**src/rtl/core/kds_pkg.sv**
```systemverilog
// Package for the kinetic drag scroll controller: payload types, constants, helpers.
`default_nettype none
package kds_pkg;

	localparam int unsigned REVERSAL_SLACK = 3;
	localparam int unsigned STEP_LIMIT     = 10;
	localparam int unsigned SPEED_SHIFT    = 4;  // speed is in 1/16 pixel
	localparam int unsigned SPEED_DECAY    = 7;

	typedef enum logic [0:0] {
		CFG_MAX_SCROLL  = 1'b0,
		CFG_CONTENT_TOP = 1'b1
	} kds_cfg_idx_t;

	localparam logic signed [1:0] DIR_NONE = 2'sd0;
	localparam logic signed [1:0] DIR_UP   = 2'sd1;
	localparam logic signed [1:0] DIR_DOWN = -2'sd1;

	typedef struct packed {
		logic        scroll_enabled;
		logic        pressed;
		logic        held;
		logic        released;
		logic [11:0] touch_y;
		logic [14:0] current_scroll;
	} kds_sample_t;

	typedef struct packed {
		logic               handled;
		logic               target_write;
		logic signed [15:0] target_pos;
		logic               full_redraw;
		logic               clear_history;
		logic               dragging;
	} kds_result_t;

	// Lower bound 0 first, then upper bound max_s.
	function automatic logic signed [15:0] clamp_target(input logic signed [16:0] t,
			input logic signed [15:0] max_s);
		logic signed [16:0] r;
		r = t;
		if (r < 17'sd0) begin
			r = 17'sd0;
		end
		if (r > $signed({max_s[15], max_s})) begin
			r = $signed({max_s[15], max_s});
		end
		return r[15:0];
	endfunction

	// Release velocity: sum/3 truncated toward zero, limited to +-10, times 16.
	function automatic logic signed [8:0] release_speed(input logic signed [14:0] sum);
		logic [14:0] mag;
		logic [3:0]  q;
		logic [8:0]  sp;
		mag = sum[14] ? 15'(-sum) : 15'(sum);
		q   = '0;
		if (mag >= 15'(3 * STEP_LIMIT + 3)) begin
			q = 4'(STEP_LIMIT);
		end else begin
			for (int k = 1; k <= int'(STEP_LIMIT); k++) begin
				if (mag >= 15'(3 * k)) begin
					q = 4'(k);
				end
			end
		end
		sp = {1'b0, q, 4'b0000};
		return sum[14] ? 9'(-$signed(sp)) : $signed(sp);
	endfunction

endpackage
`default_nettype wire

```
**src/rtl/core/kds_stream_if.sv**
```systemverilog
// Valid/ready stream interface with a typed payload.
`default_nettype none
interface kds_stream_if #(
	parameter type T = logic
);
	logic valid;
	logic ready;
	T     data;

	modport source (output valid, output data, input ready);
	modport sink (input valid, input data, output ready);
endinterface
`default_nettype wire

```
**src/rtl/core/kinetic_drag_scroll_controller.sv**
```systemverilog
// Kinetic drag scroll controller: touch samples in, scroll targets out.
//
// Usage:
//   sample : one touch sample per display frame (valid/ready, kds_sample_t).
//   result : exactly one result per sample, in order (valid/ready, kds_result_t).
//   cfg    : write port; cfg_we with cfg_index selects max_scroll or content_top.
//            Write only while no sample is in flight.
// Timing:
//   A sample is held in an input register, processed combinationally, and its
//   result lands in the output register.
//   One sample per cycle sustained while result is taken; the state update loop sets it.
// Stall:
//   When result is not taken, the output register holds; the input register
//   still takes one more sample, then sample.ready drops until result drains.
// Reset:
//   arst_n clears all drag state, both config registers and the pipeline.
`default_nettype none
module kinetic_drag_scroll_controller (
	input  wire logic                  clk,
	input  wire logic                  arst_n,
	kds_stream_if.sink                 sample,
	kds_stream_if.source               result,
	input  wire logic                  cfg_we,
	input  wire kds_pkg::kds_cfg_idx_t cfg_index,
	input  wire logic [15:0]           cfg_data
);
	import kds_pkg::*;

	// Config
	logic signed [15:0] max_scroll_q;
	logic [11:0]        content_top_q;

	// Drag state
	logic signed [13:0] origin_q, origin_d;
	logic [11:0]        last_y_q, last_y_d;
	logic signed [1:0]  dir_q, dir_d;
	logic [14:0]        anchor_q, anchor_d;
	logic [11:0]        turn_y_q, turn_y_d;
	logic signed [12:0] dlog_q [3];
	logic signed [12:0] dlog_d [3];
	logic signed [8:0]  speed_q, speed_d;
	logic               drag_q, drag_d;
	logic               region_q, region_d;

	// Pipeline
	logic        valid_s1, valid_s2;
	kds_sample_t data_s1;
	kds_result_t data_s2, res;
	logic        adv;

	// Step temporaries
	logic               done, region_eff, near_turn;
	logic [11:0]        y, eff;
	logic [14:0]        shown;
	logic signed [12:0] d, ty;
	logic signed [1:0]  dir;
	logic signed [16:0] tsum;
	logic signed [14:0] dsum;
	logic signed [8:0]  sp;
	logic [8:0]         mag, mag_dec;
	logic [4:0]         px;

	assign adv          = valid_s1 && (!valid_s2 || result.ready);
	assign sample.ready = !valid_s1 || adv;
	assign result.valid = valid_s2;
	assign result.data  = data_s2;

	always_ff @(posedge clk or negedge arst_n) begin
		if (!arst_n) begin
			valid_s1 <= 1'b0;
			valid_s2 <= 1'b0;
		end else begin
			if (sample.ready) begin
				valid_s1 <= sample.valid;
			end
			if (adv) begin
				valid_s2 <= 1'b1;
			end else if (result.ready) begin
				valid_s2 <= 1'b0;
			end
		end
	end

	always_ff @(posedge clk) begin
		if (sample.valid && sample.ready) begin
			data_s1 <= sample.data;
		end
		if (adv) begin
			data_s2 <= res;
		end
	end

	always_comb begin
		origin_d   = origin_q;
		last_y_d   = last_y_q;
		dir_d      = dir_q;
		anchor_d   = anchor_q;
		turn_y_d   = turn_y_q;
		dlog_d     = dlog_q;
		speed_d    = speed_q;
		drag_d     = drag_q;
		region_d   = region_q;
		res        = '0;
		y          = data_s1.touch_y;
		shown      = data_s1.current_scroll;
		done       = 1'b0;
		region_eff = region_q;
		eff        = y;
		d          = $signed({1'b0, y}) - $signed({1'b0, last_y_q});
		ty         = $signed({1'b0, y}) - $signed({1'b0, turn_y_q});
		near_turn  = (ty >= -13'sd3) && (ty <= 13'sd3);
		dir        = d[12] ? DIR_DOWN : DIR_UP;
		tsum       = '0;
		dsum       = 15'(dlog_q[0]) + 15'(dlog_q[1]) + 15'(dlog_q[2]);
		sp         = speed_q;
		mag        = '0;
		mag_dec    = '0;
		px         = '0;
		if (data_s1.scroll_enabled) begin
			if (data_s1.pressed) begin
				region_eff = y < content_top_q;
				region_d   = region_eff;
				if (region_eff) begin
					origin_d          = $signed({2'b00, y});
					anchor_d          = shown;
					last_y_d          = y;
					dir_d             = DIR_NONE;
					turn_y_d          = y;
					drag_d            = 1'b1;
					res.clear_history = 1'b1;
					res.full_redraw   = 1'b1;
					res.handled       = 1'b1;
					done              = 1'b1;
				end
			end
			if (!done && drag_q) begin
				res.handled = 1'b1;
				if (region_eff && data_s1.held) begin
					dlog_d[2] = dlog_q[1];
					dlog_d[1] = dlog_q[0];
					dlog_d[0] = d;
					if (d != 13'sd0) begin
						if (dir_q == DIR_NONE || dir_q == dir) begin
							dir_d    = dir;
							turn_y_d = y;
						end else if (near_turn) begin
							eff = last_y_q;
						end else begin
							dir_d    = dir;
							origin_d = d[12] ?
								$signed({2'b00, turn_y_q}) - 14'(REVERSAL_SLACK) :
								$signed({2'b00, turn_y_q}) + 14'(REVERSAL_SLACK);
							anchor_d        = shown;
							turn_y_d        = y;
							res.full_redraw = 1'b1;
						end
					end
					tsum = $signed({2'b00, anchor_d}) + 17'(origin_d)
						- $signed({5'b00000, eff});
					res.target_pos   = clamp_target(tsum, max_scroll_q);
					res.target_write = 1'b1;
					last_y_d         = y;
				end else begin
					if (region_eff && data_s1.released) begin
						sp = (dlog_q[0] == 13'sd0) ? 9'sd0 : release_speed(dsum);
					end
					if (sp != 9'sd0) begin
						mag     = sp[8] ? 9'(-sp) : 9'(sp);
						mag_dec = (mag >= 9'(SPEED_DECAY)) ? mag - 9'(SPEED_DECAY) : 9'd0;
						px      = mag[8:SPEED_SHIFT];
						tsum    = sp[8] ? $signed({2'b00, shown}) + $signed({12'd0, px}) :
							$signed({2'b00, shown}) - $signed({12'd0, px});
						res.target_pos   = clamp_target(tsum, max_scroll_q);
						res.target_write = 1'b1;
						sp = sp[8] ? 9'(-$signed(mag_dec)) : $signed(mag_dec);
						if ({1'b0, shown} == res.target_pos) begin
							sp = 9'sd0;
						end
					end
					speed_d = sp;
					if (sp == 9'sd0) begin
						drag_d = 1'b0;
					end
				end
			end
		end
		res.dragging = drag_d;
	end

	always_ff @(posedge clk or negedge arst_n) begin
		if (!arst_n) begin
			max_scroll_q  <= '0;
			content_top_q <= '0;
			origin_q      <= '0;
			last_y_q      <= '0;
			dir_q         <= DIR_NONE;
			anchor_q      <= '0;
			turn_y_q      <= '0;
			dlog_q        <= '{default: '0};
			speed_q       <= '0;
			drag_q        <= 1'b0;
			region_q      <= 1'b0;
		end else begin
			if (cfg_we) begin
				unique case (cfg_index)
					CFG_MAX_SCROLL:  max_scroll_q  <= $signed(cfg_data);
					CFG_CONTENT_TOP: content_top_q <= cfg_data[11:0];
					default: ;
				endcase
			end
			if (adv) begin
				origin_q <= origin_d;
				last_y_q <= last_y_d;
				dir_q    <= dir_d;
				anchor_q <= anchor_d;
				turn_y_q <= turn_y_d;
				dlog_q   <= dlog_d;
				speed_q  <= speed_d;
				drag_q   <= drag_d;
				region_q <= region_d;
			end
		end
	end

`ifndef ASSERT_OFF
	a_fill: assert property (@(posedge clk) disable iff (!arst_n)
		(valid_s1 && !valid_s2) |=> valid_s2)
		else $error("input register did not advance into empty output register");

	a_speed_idle: assert property (@(posedge clk) disable iff (!arst_n)
		!drag_q |-> (speed_q == 9'sd0))
		else $error("nonzero velocity outside drag mode");

	a_start: assert property (@(posedge clk) disable iff (!arst_n)
		(result.valid && result.data.clear_history) |->
		(result.data.full_redraw && result.data.dragging && result.data.handled))
		else $error("drag start without upload or drag mode");

	a_dir: assert property (@(posedge clk) disable iff (!arst_n)
		dir_q != 2'b10)
		else $error("invalid move direction");
`endif

endmodule
`default_nettype wire

```
**src/flat_wrapper.sv**
```systemverilog
// flat-port wrapper written by rule: the top's interface ports become plain ports
module kinetic_drag_scroll_controller_flat import kds_pkg::*;
  (clk, arst_n, cfg_we, cfg_index, cfg_data, sample_valid, sample_data, sample_ready, result_valid, result_data, result_ready);
  kds_stream_if #(.T(kds_sample_t)) sample_i ();
  kds_stream_if #(.T(kds_result_t)) result_i ();
  input  wire logic clk;
  input  wire logic arst_n;
  input  wire logic cfg_we;
  input  wire kds_pkg::kds_cfg_idx_t cfg_index;
  input  wire logic [15:0] cfg_data;
  input wire logic [$bits(sample_i.valid)-1:0] sample_valid;
  input wire logic [$bits(sample_i.data)-1:0] sample_data;
  output wire logic [$bits(sample_i.ready)-1:0] sample_ready;
  output wire logic [$bits(result_i.valid)-1:0] result_valid;
  output wire logic [$bits(result_i.data)-1:0] result_data;
  input wire logic [$bits(result_i.ready)-1:0] result_ready;
  assign sample_i.valid = sample_valid;
  assign sample_i.data = sample_data;
  assign sample_ready = sample_i.ready;
  assign result_valid = result_i.valid;
  assign result_data = result_i.data;
  assign result_i.ready = result_ready;
  kinetic_drag_scroll_controller u_core (.clk(clk), .arst_n(arst_n), .sample(sample_i), .result(result_i), .cfg_we(cfg_we), .cfg_index(cfg_index), .cfg_data(cfg_data));
endmodule
```
**config.mk**
```make
export PLATFORM = sky130hd
export DESIGN_NAME = kinetic_drag_scroll_controller_flat
export DESIGN_NICKNAME = d
export VERILOG_FILES = /design/src/rtl/core/kds_pkg.sv /design/src/rtl/core/kds_stream_if.sv /design/src/rtl/core/kinetic_drag_scroll_controller.sv /design/src/flat_wrapper.sv
export SDC_FILE = /design/constraint.sdc
export NUM_CORES = 1
export LEC_CHECK = 0
export BUFFER_PORTS_ARGS = -buffer_cell sky130_fd_sc_hd__buf_2
export CAP_MARGIN = 40
export CORE_AREA = 8 8 240 242
export DETAILED_ROUTE_END_ITERATION = 7
export DIE_AREA = 0 0 248 250
export PLACE_DENSITY = 0.52
export SKIP_CTS_REPAIR_TIMING = 1
export SLEW_MARGIN = 5
export SYNTH_ARGS = -nofsm -noshare
export SYNTH_HDL_FRONTEND = slang
export SYNTH_SLANG_ARGS = --single-unit
```
**constraint.sdc**
```tcl
create_clock -name clk -period 18.7 [get_ports clk]
set_input_delay 3.74 -clock clk [delete_from_list [all_inputs] [get_ports clk]]
set_output_delay 3.74 -clock clk [all_outputs]
set_load 0.1 [all_outputs]
```
==> summary.md, run 1 <==
| Metric | Value |
|---|---|
| Vias in the first global route | 13500 |
| Htree depth | 4 |
| Setup_tns | 0 ps |
| Netlist area before placement | 0.0159 sq mm |
| Final setup margin | 5440 ps |
| Top cell type by total area after synthesis | dfrtp_1 |
| Sink Count | 187 |
| Worst-path cell with the longest stage delay | and2_1 |
| Die X | 248 um |
| Setup Crit Path Kind | register to register |
| Fin nets | 2074 |
| Port bufs | 75 |
| Vias per cell | 5.35 |
| Post-route cell area | 0.0177 sq mm |
| Syn nets | 2029 |
| Area post-placement | 0.0171 sq mm |
| Area Growth Syn to Fin | 11.3% |
| MaxCap Viol Count | 0 |
| Layout cells sized above 1 | 12.5% |
| Commonest non-fill, non-tap cell in the layout | nand2_1 |
| HPWL after DPL | 38900 um |
| Xor/xnor share of the synthesized area | 4.72% |
| Adder-cell area share of the yosys netlist | 13.4% |
| CP Capture Type | register |
| # fillers | 5556 |
| Die ar. | 0.0620 sq mm |
| Top-area cell type share of the netlist area | 21.3% |
| Synth Area per Inst | 8.71 sq um |
| Pre-CTS WS | 5650 ps |
| Status | completed |
| Largest family of logic cells by synthesized area | compound AO/OA/AOI/OAI gates |
| Largest net degree at the start of global routing | 69 |
| Slew headroom | 41.2% |
| Seq cells post-synth | 187 |
| Actual slew at the worst max-slew pin | 879 ps |
| Netlist cell types | 100 |
| Tot GR Track Use | 16.1% |
| Floorplan Core Area | 0.0535 sq mm |
| Mux cell area share after synthesis | 7.59% |
| Ys flop type | dfrtp_1 |
| Post-Route WL | 50100 um |
| Num CTS Buffers | 17 |
| CTS tree | built |
| Synth Area in Compound Gates | 20.2% |
| Fmax | 0.0754 GHz |
| Post-synthesis simple-gate area fraction | 18.1% |
| Crit path largest cell delay | 700 ps |
| Worst path arrival time | 13450 ps |
| WL/cell | 19.4 um |
| Syn Inst Count | 1825 |
| First-pass GRT wire length | 78400 um |
| Clock skew | 19.7 ps |
| Clk buf depth | 2 |
| Die height | 250 um |
| Count of final hold-check violations | 0 |
| IO Count | 76 |
| # setup viols final | 0 |
| Worst min-delay path class | register to register |
| Worst setup SP type | register |
| Required time worst endpoint | 18890 ps |
| Synthesis Warnings | 0 |
| Site Rows | 85 |
| Crit-path most repeated cell | a21oi_1 |
| RSZ-0062 raised after global routing | no |
| Initial antenna violation count | 2 |
| Most frequent cells in the layout | nand2_1, nor2_1, dfrtp_1 |
| Residual DRC count | 0 |
| Initial Util | 29.7% |
| Register area share after synthesis | 31.1% |
| Asr flop ratio synth | 72.2% |
| CTS root buf | clkbuf_16 |
| Routability congestion estimate | 0.929 |
| CP Max Fanout | 19 |
| DRT iter0 DRCs | 1142 |
| Diodes inserted | 0 |
| Period minus WS final | 13260 ps |
| Final period utilization | 70.9% |
| Grt total ovfl | 0 |
| Clock transition at path regs | 70 ps |
| Detailed-route via count | 13800 |
| Largest cells by area after synthesis | dfrtp_1, edfxtp_1, ha_1, nand2_1, mux2_2 |
| Worst-Skew Late Latency | 480 ps |
| Final ANT Viol Nets | 0 |
| Count of pins over their slew limit | 0 |
| EDFF count, synth | 52 |
| DRT Pass-1 Iters | 5 |
==> synth_stat cells (6+ instances only) <==
library cell    n
o21ai_0       111
a21o_1         18
clkbuf_1       56
or3_1          10
o21ai_1         6
or4_1           9
o22a_1         10
a21oi_1       113
and3_1         11
o21bai_1       15
o211ai_1       11
buf_1           6
buf_2           8
o22ai_1        22
ha_1          120
fa_1           31
xor2_1         22
o2111ai_1       7
nand4_1        17
nand3_1        33
nor2_1        149
a31oi_1        16
dfrtp_1       135
nor3_1         30
or2_2           9
and2_1         27
mux2i_1        53
xnor2_1        58
nand2b_1       15
nand2_1       237
a211oi_1       10
o21a_1         21
a22o_1          7
o32ai_1         8
mux2_2         60
o31ai_1         7
a21boi_0       13
edfxtp_1       52
inv_1         133
nor4_1         18
nor2b_1        18
==> cells by family after synthesis <==
kind of cell               count (synthesis)
and+or+nand+nor                          612
DFF                                      187
muxes                                    113
buffers and inverters                    206
AOI/OAI and AO/OA                        473
adders and majority gates                151
xor gates and xnor gates                  83
==> critical path: cells and delay by family (launching register included) <==
kind | cells | cell delay (ps)
adder cells (fa/ha/maj) | 5 | 2030
AND/OR/NAND/NOR | 7 | 1670
flip-flops | 1 | 510
buffers and inverters | 4 | 970
AO/OA/AOI/OAI | 37 | 6930
multiplexers | 2 | 840
==> state kept, by name, summed over array words and instances (netlist names), 14 cells and up <==
name	count
u_core.dlog_q	39
u_core.result.data	21
u_core.max_scroll_q	16
u_core.anchor_q	15
u_core.shown	15
u_core.origin_q	14
==> stage by stage <==
step / cells / hold slack [ps] / util [%]
6_report: 2579 / 485 / 33.1
5_1_grt: 2579 / 509 / 33.1
4_1_cts: 2579 / 485 / 33.1
3_5_place_dp: 2547 / 469 / 32.0
3_3_place_gp: 2542 / 470 / 31.9
2_1_floorplan: 1825 / 450 / -
==> worst paths after layout <==
path / from / endpoint / slack [ps] / depth (start not counted)
max in group asynchronous: arst_n / u_core.dlog_q[36] / 14370 / 3
min in group asynchronous: arst_n / u_core.content_top_q[5] / 3260 / 1
min: u_core.region_q / u_core.region_q / 480 / 1
max reg2reg: u_core.y[0] / u_core.result.data[16] / 5440 / 55
min reg2reg: u_core.region_q / u_core.region_q / 480 / 1
max: u_core.y[0] / u_core.result.data[16] / 5440 / 55
==> routing by layer <==
layer / wire, um / vias to the layer above / global-route usage (%) / share of wire (%)
met2: 22500 / 441 / 25.0 / 45
met3: 2880 / 55 / 2.73 / 5.7
li1: - / 6636 / - / -
met4: 941 / 0 / 4.70 / 1.9
met1: 23800 / 6672 / 22.6 / 48
met5: 0 / - / 0 / 0
==> cell type report <==
cell class / count / area (sq um) / share of cell area (%)
multi-input combinational: 1432 / 10200 / 57.7
sequential: 187 / 4940 / 27.9
inverter: 133 / 499 / 2.82
clock buffer: 21 / 460 / 2.60
clock inverter: 11 / 109 / 0.616
tap: 696 / 871 / 4.93
timing repair buffer: 99 / 597 / 3.38
Power of run 1 is not shown: default switching activity piles up to over one toggle a cycle in this logic, so the estimate is an artifact.
==> run 2, diff against run 1 <==
- clock period: 18.7 -> 13.58 ns (I/O delays scaled with it)
==> summary.md, run 2 (synthesis results as in run 1) <==
| Metric | Value |
|---|---|
| Status | completed |
| Commonest non-fill, non-tap cell in the layout | nand2_1 |
| Layout cells sized above 1 | 12.5% |
| Hold path cells | 1 |
| Number of flip-flops in the largest register | 39 |
| Worst Reg2Reg Path Length in Cells | 43 |
| Fmax | 0.0805 GHz |
| Die ar. | 0.0620 sq mm |
| Post-Route WL | 49800 um |
| Largest net degree at the start of global routing | 64 |
| CP Capture Type | register |
| Worst-path cell with the longest stage delay | fa_1 |
| Period minus WS final | 12420 ps |
| DRT iter0 DRCs | 1089 |
| Count of final hold-check violations | 0 |
| WL/cell | 19.3 um |
| Final ANT Viol Nets | 0 |
| Vias per cell | 5.32 |
| R2R Setup Slk | 1160 ps |
| Most flops, register | u_core.dlog_q |
| Final period utilization | 91.4% |
| Hold Path Sink | u_core.region_q |
| IO Count | 76 |
| Worst R2R Start | u_core.dlog_q[1] |
| Site Rows | 85 |
| Fin nets | 2075 |
| DRT Pass-1 Iters | 5 |
| Worst-Skew Late Latency | 460 ps |
| CTS root buf | clkbuf_16 |
| Num CTS Buffers | 17 |
| Required time worst endpoint | 13780 ps |
| Worst setup SP type | register |
| Clock skew | 12.3 ps |
| Grt total ovfl | 0 |
| Actual slew at the worst max-slew pin | 843 ps |
| Worst path arrival time | 12620 ps |
| Port bufs | 75 |
| Crit-path most repeated cell | ha_1 |
| Area Growth Syn to Fin | 11.2% |
| Die height | 250 um |
| # fillers | 5610 |
| Routability congestion estimate | 0.878 |
| Setup Crit Path Kind | register to register |
| Count of pins over their slew limit | 0 |
| MaxCap Viol Count | 0 |
| Worst min-delay path class | register to register |
| Tot GR Track Use | 16.1% |
| Htree depth | 4 |
| RSZ-0062 raised after global routing | no |
| Sink Count | 187 |
| Reg2Reg Capture Point | u_core.result.data[0] |
| Initial Util | 29.7% |
| Clock transition at path regs | 80 ps |
| Crit path largest cell delay | 610 ps |
| Vias in the first global route | 13700 |
| First-pass GRT wire length | 78600 um |
| Residual DRC count | 0 |
| Slew headroom | 43.7% |
| HP Start | u_core.region_q |
| Detailed-route via count | 13700 |
| Most frequent cells in the layout | nand2_1, nor2_1, dfrtp_1 |
| # setup viols final | 0 |
| CP Max Fanout | 11 |
| Setup_tns | 0 ps |
| CTS tree | built |
| HPWL after DPL | 39100 um |
| Floorplan Core Area | 0.0535 sq mm |
| Clk buf depth | 2 |
| Initial antenna violation count | 2 |
| Die X | 248 um |
==> run 2: metal layers <==
layer | GRT usage, % | vias up | share of wire (%)
li1 | - | 6632 | -
met1 | 22.5 | 6705 | 48
met2 | 25.1 | 329 | 45
met3 | 2.33 | 60 | 4.4
met4 | 4.96 | 0 | 2.3
met5 | 0 | - | 0
==> run 2: final cells by class <==
class / count / area, sq um / area share, %
multi-input cells: 1432 / 10200 / 57.7
flip-flops and latches: 187 / 4940 / 28.0
well taps: 696 / 871 / 4.93
repair buffers: 100 / 614 / 3.48
inverters: 133 / 499 / 2.82
clock buffers: 20 / 437 / 2.47
clock inverters: 12 / 104 / 0.588
diodes: 1 / 2.50 / 0.0142
==> run 2: worst max path at each step <==
stage                 startpoint                     to  slack, ps  depth (start not counted)
6_report        u_core.dlog_q[1]  u_core.result.data[0]       1160                         43
5_1_grt        u_core.dlog_q[27]  u_core.result.data[0]        110                         43
4_1_cts         u_core.dlog_q[1]  u_core.result.data[0]       1240                         43
3_5_place_dp    u_core.dlog_q[1]  u_core.result.data[0]       1330                         43
3_3_place_gp   u_core.dlog_q[27]  u_core.result.data[0]       1620                         43
2_1_floorplan        u_core.y[1]  u_core.result.data[4]       2300                         56
==> run 2: through the flow <==
step           setup slack, ps  cells  util [%]  instance area, sq um  hold slack (ps)
3_3_place_gp              1620   2544      31.9                 17100              468
3_5_place_dp              1330   2548      32.0                 17100              477
4_1_cts                   1240   2580      33.0                 17700              494
6_report                  1160   2581      33.0                 17700              490
2_1_floorplan             2300   1825         -                 15900              450
5_1_grt                    107   2580      33.0                 17700              525
==> run 2: critical path, delay by kind of cell, from the launching register on <==
kind / cells / cell delay (ps)
compound gates: 21 / 4870
fa+ha+maj: 6 / 2330
buf+inv: 1 / 90
flops: 1 / 400
mux: 3 / 1190
simple gates: 12 / 3250
Power of run 2 is left out for the same reason.
==> run 3, diff against run 2 <==
- BUFFER_PORTS_ARGS: -buffer_cell sky130_fd_sc_hd__buf_2 -> -buffer_cell sky130_fd_sc_hd__clkbuf_2
==> summary.md, run 3 (synthesis results as in run 1) <==
| Metric | Value |
|---|---|
| Period minus WS final | 12410 ps |
| Crit path largest cell delay | 540 ps |
| Worst min-delay path class | register to register |
| First-pass GRT wire length | 77700 um |
| Commonest non-fill, non-tap cell in the layout | nand2_1 |
| Most frequent cells in the layout | nand2_1, nor2_1, dfrtp_1 |
| CTS root buf | clkbuf_16 |
| Floorplan Core Area | 0.0535 sq mm |
| # fillers | 5557 |
| Final ANT Viol Nets | 0 |
| Worst-path cell with the longest stage delay | edfxtp_1 |
| Residual DRC count | 0 |
| Clock skew | 13.8 ps |
| Area of the multi-input gates | 0.0102 sq mm |
| Pre-CTS WS | 1170 ps |
| Vias per cell | 5.30 |
| CTS tree | built |
| Actual slew at the worst max-slew pin | 970 ps |
| Largest net degree at the start of global routing | 75 |
| Status | completed |
| Num CTS Buffers | 17 |
| Worst-Skew Late Latency | 460 ps |
| Sink Count | 187 |
| Initial antenna violation count | 1 |
| Final core occ | 33.1% |
| CP Capture Type | register |
| Site Rows | 85 |
| Count of pins over their slew limit | 0 |
| WP buf/inv | 5 |
| Fmax | 0.0806 GHz |
| Crit-path most repeated cell | a21oi_1 |
| Final setup margin | 1170 ps |
| Fin nets | 2076 |
| DRT iter0 DRCs | 974 |
| Setup Crit Path Kind | register to register |
| Area Growth Syn to Fin | 11.3% |
| Worst setup SP type | register |
| RSZ-0062 raised after global routing | no |
| IO Count | 76 |
| Port bufs | 75 |
| # setup viols final | 0 |
| Count of final hold-check violations | 0 |
| Grt total ovfl | 0 |
| Clk buf depth | 2 |
| Required time worst endpoint | 13750 ps |
| Worst path arrival time | 12580 ps |
| Initial Util | 29.7% |
| Number of flip-flops in the largest register | 39 |
| CP Max Fanout | 19 |
| WL/cell | 19.2 um |
| DRT Pass-1 Iters | 6 |
| Post-Route WL | 49500 um |
| Die ar. | 0.0620 sq mm |
| Most flops, register | u_core.dlog_q |
| Setup_tns | 0 ps |
| FF+latch area | 0.00494 sq mm |
| Final period utilization | 91.4% |
| Routability congestion estimate | 0.907 |
| Slew headroom | 33.7% |
| Clock transition at path regs | 70 ps |
| HPWL after DPL | 38600 um |
| Detailed-route via count | 13700 |
| Htree depth | 4 |
| Die X | 248 um |
| Vias in the first global route | 13400 |
| MaxCap Viol Count | 0 |
| Layout cells sized above 1 | 12.6% |
| Largest delay share family, worst path | compound AO/OA/AOI/OAI gates |
| Die height | 250 um |
| Tot GR Track Use | 15.9% |
[run 3: final cells by class]
cell class	instances	area share, %
flip-flops and latches	187	27.9
diodes	1	0.0141
clock inverters	13	0.594
repair buffers	101	3.47
well taps	696	4.92
clock buffers	19	2.50
inverters	133	2.82
multi-input cells	1432	57.7
[run 3: final timing paths]
path | from | to | slack [ps] | depth (start not counted)
min in group asynchronous | arst_n | u_core.content_top_q[11] | 2280 | 1
worst min register to register | u_core.region_q | u_core.region_q | 490 | 1
worst max register to register | u_core.y[0] | u_core.result.data[16] | 1170 | 57
worst max-delay path | u_core.y[0] | u_core.result.data[16] | 1170 | 57
max in group asynchronous | arst_n | u_core.anchor_q[0] | 9890 | 2
worst min-delay path | u_core.region_q | u_core.region_q | 490 | 1
[run 3: stage by stage]
step	hold slack [ps]	instance area [sq um]	instances
6_report	488	17700	2582
5_1_grt	509	17700	2581
4_1_cts	493	17700	2581
3_5_place_dp	475	17100	2549
3_3_place_gp	462	17100	2545
2_1_floorplan	450	15900	1825
[run 3: routing by layer]
layer / track usage [%] / vias up / routed length, um
met5: 0 / - / 0
met4: 4.75 / 0 / 948
met3: 2.02 / 50 / 2600
met2: 24.9 / 378 / 22400
met1: 22.5 / 6627 / 23600
li1: - / 6638 / -
Power of run 3 is left out for the same reason.
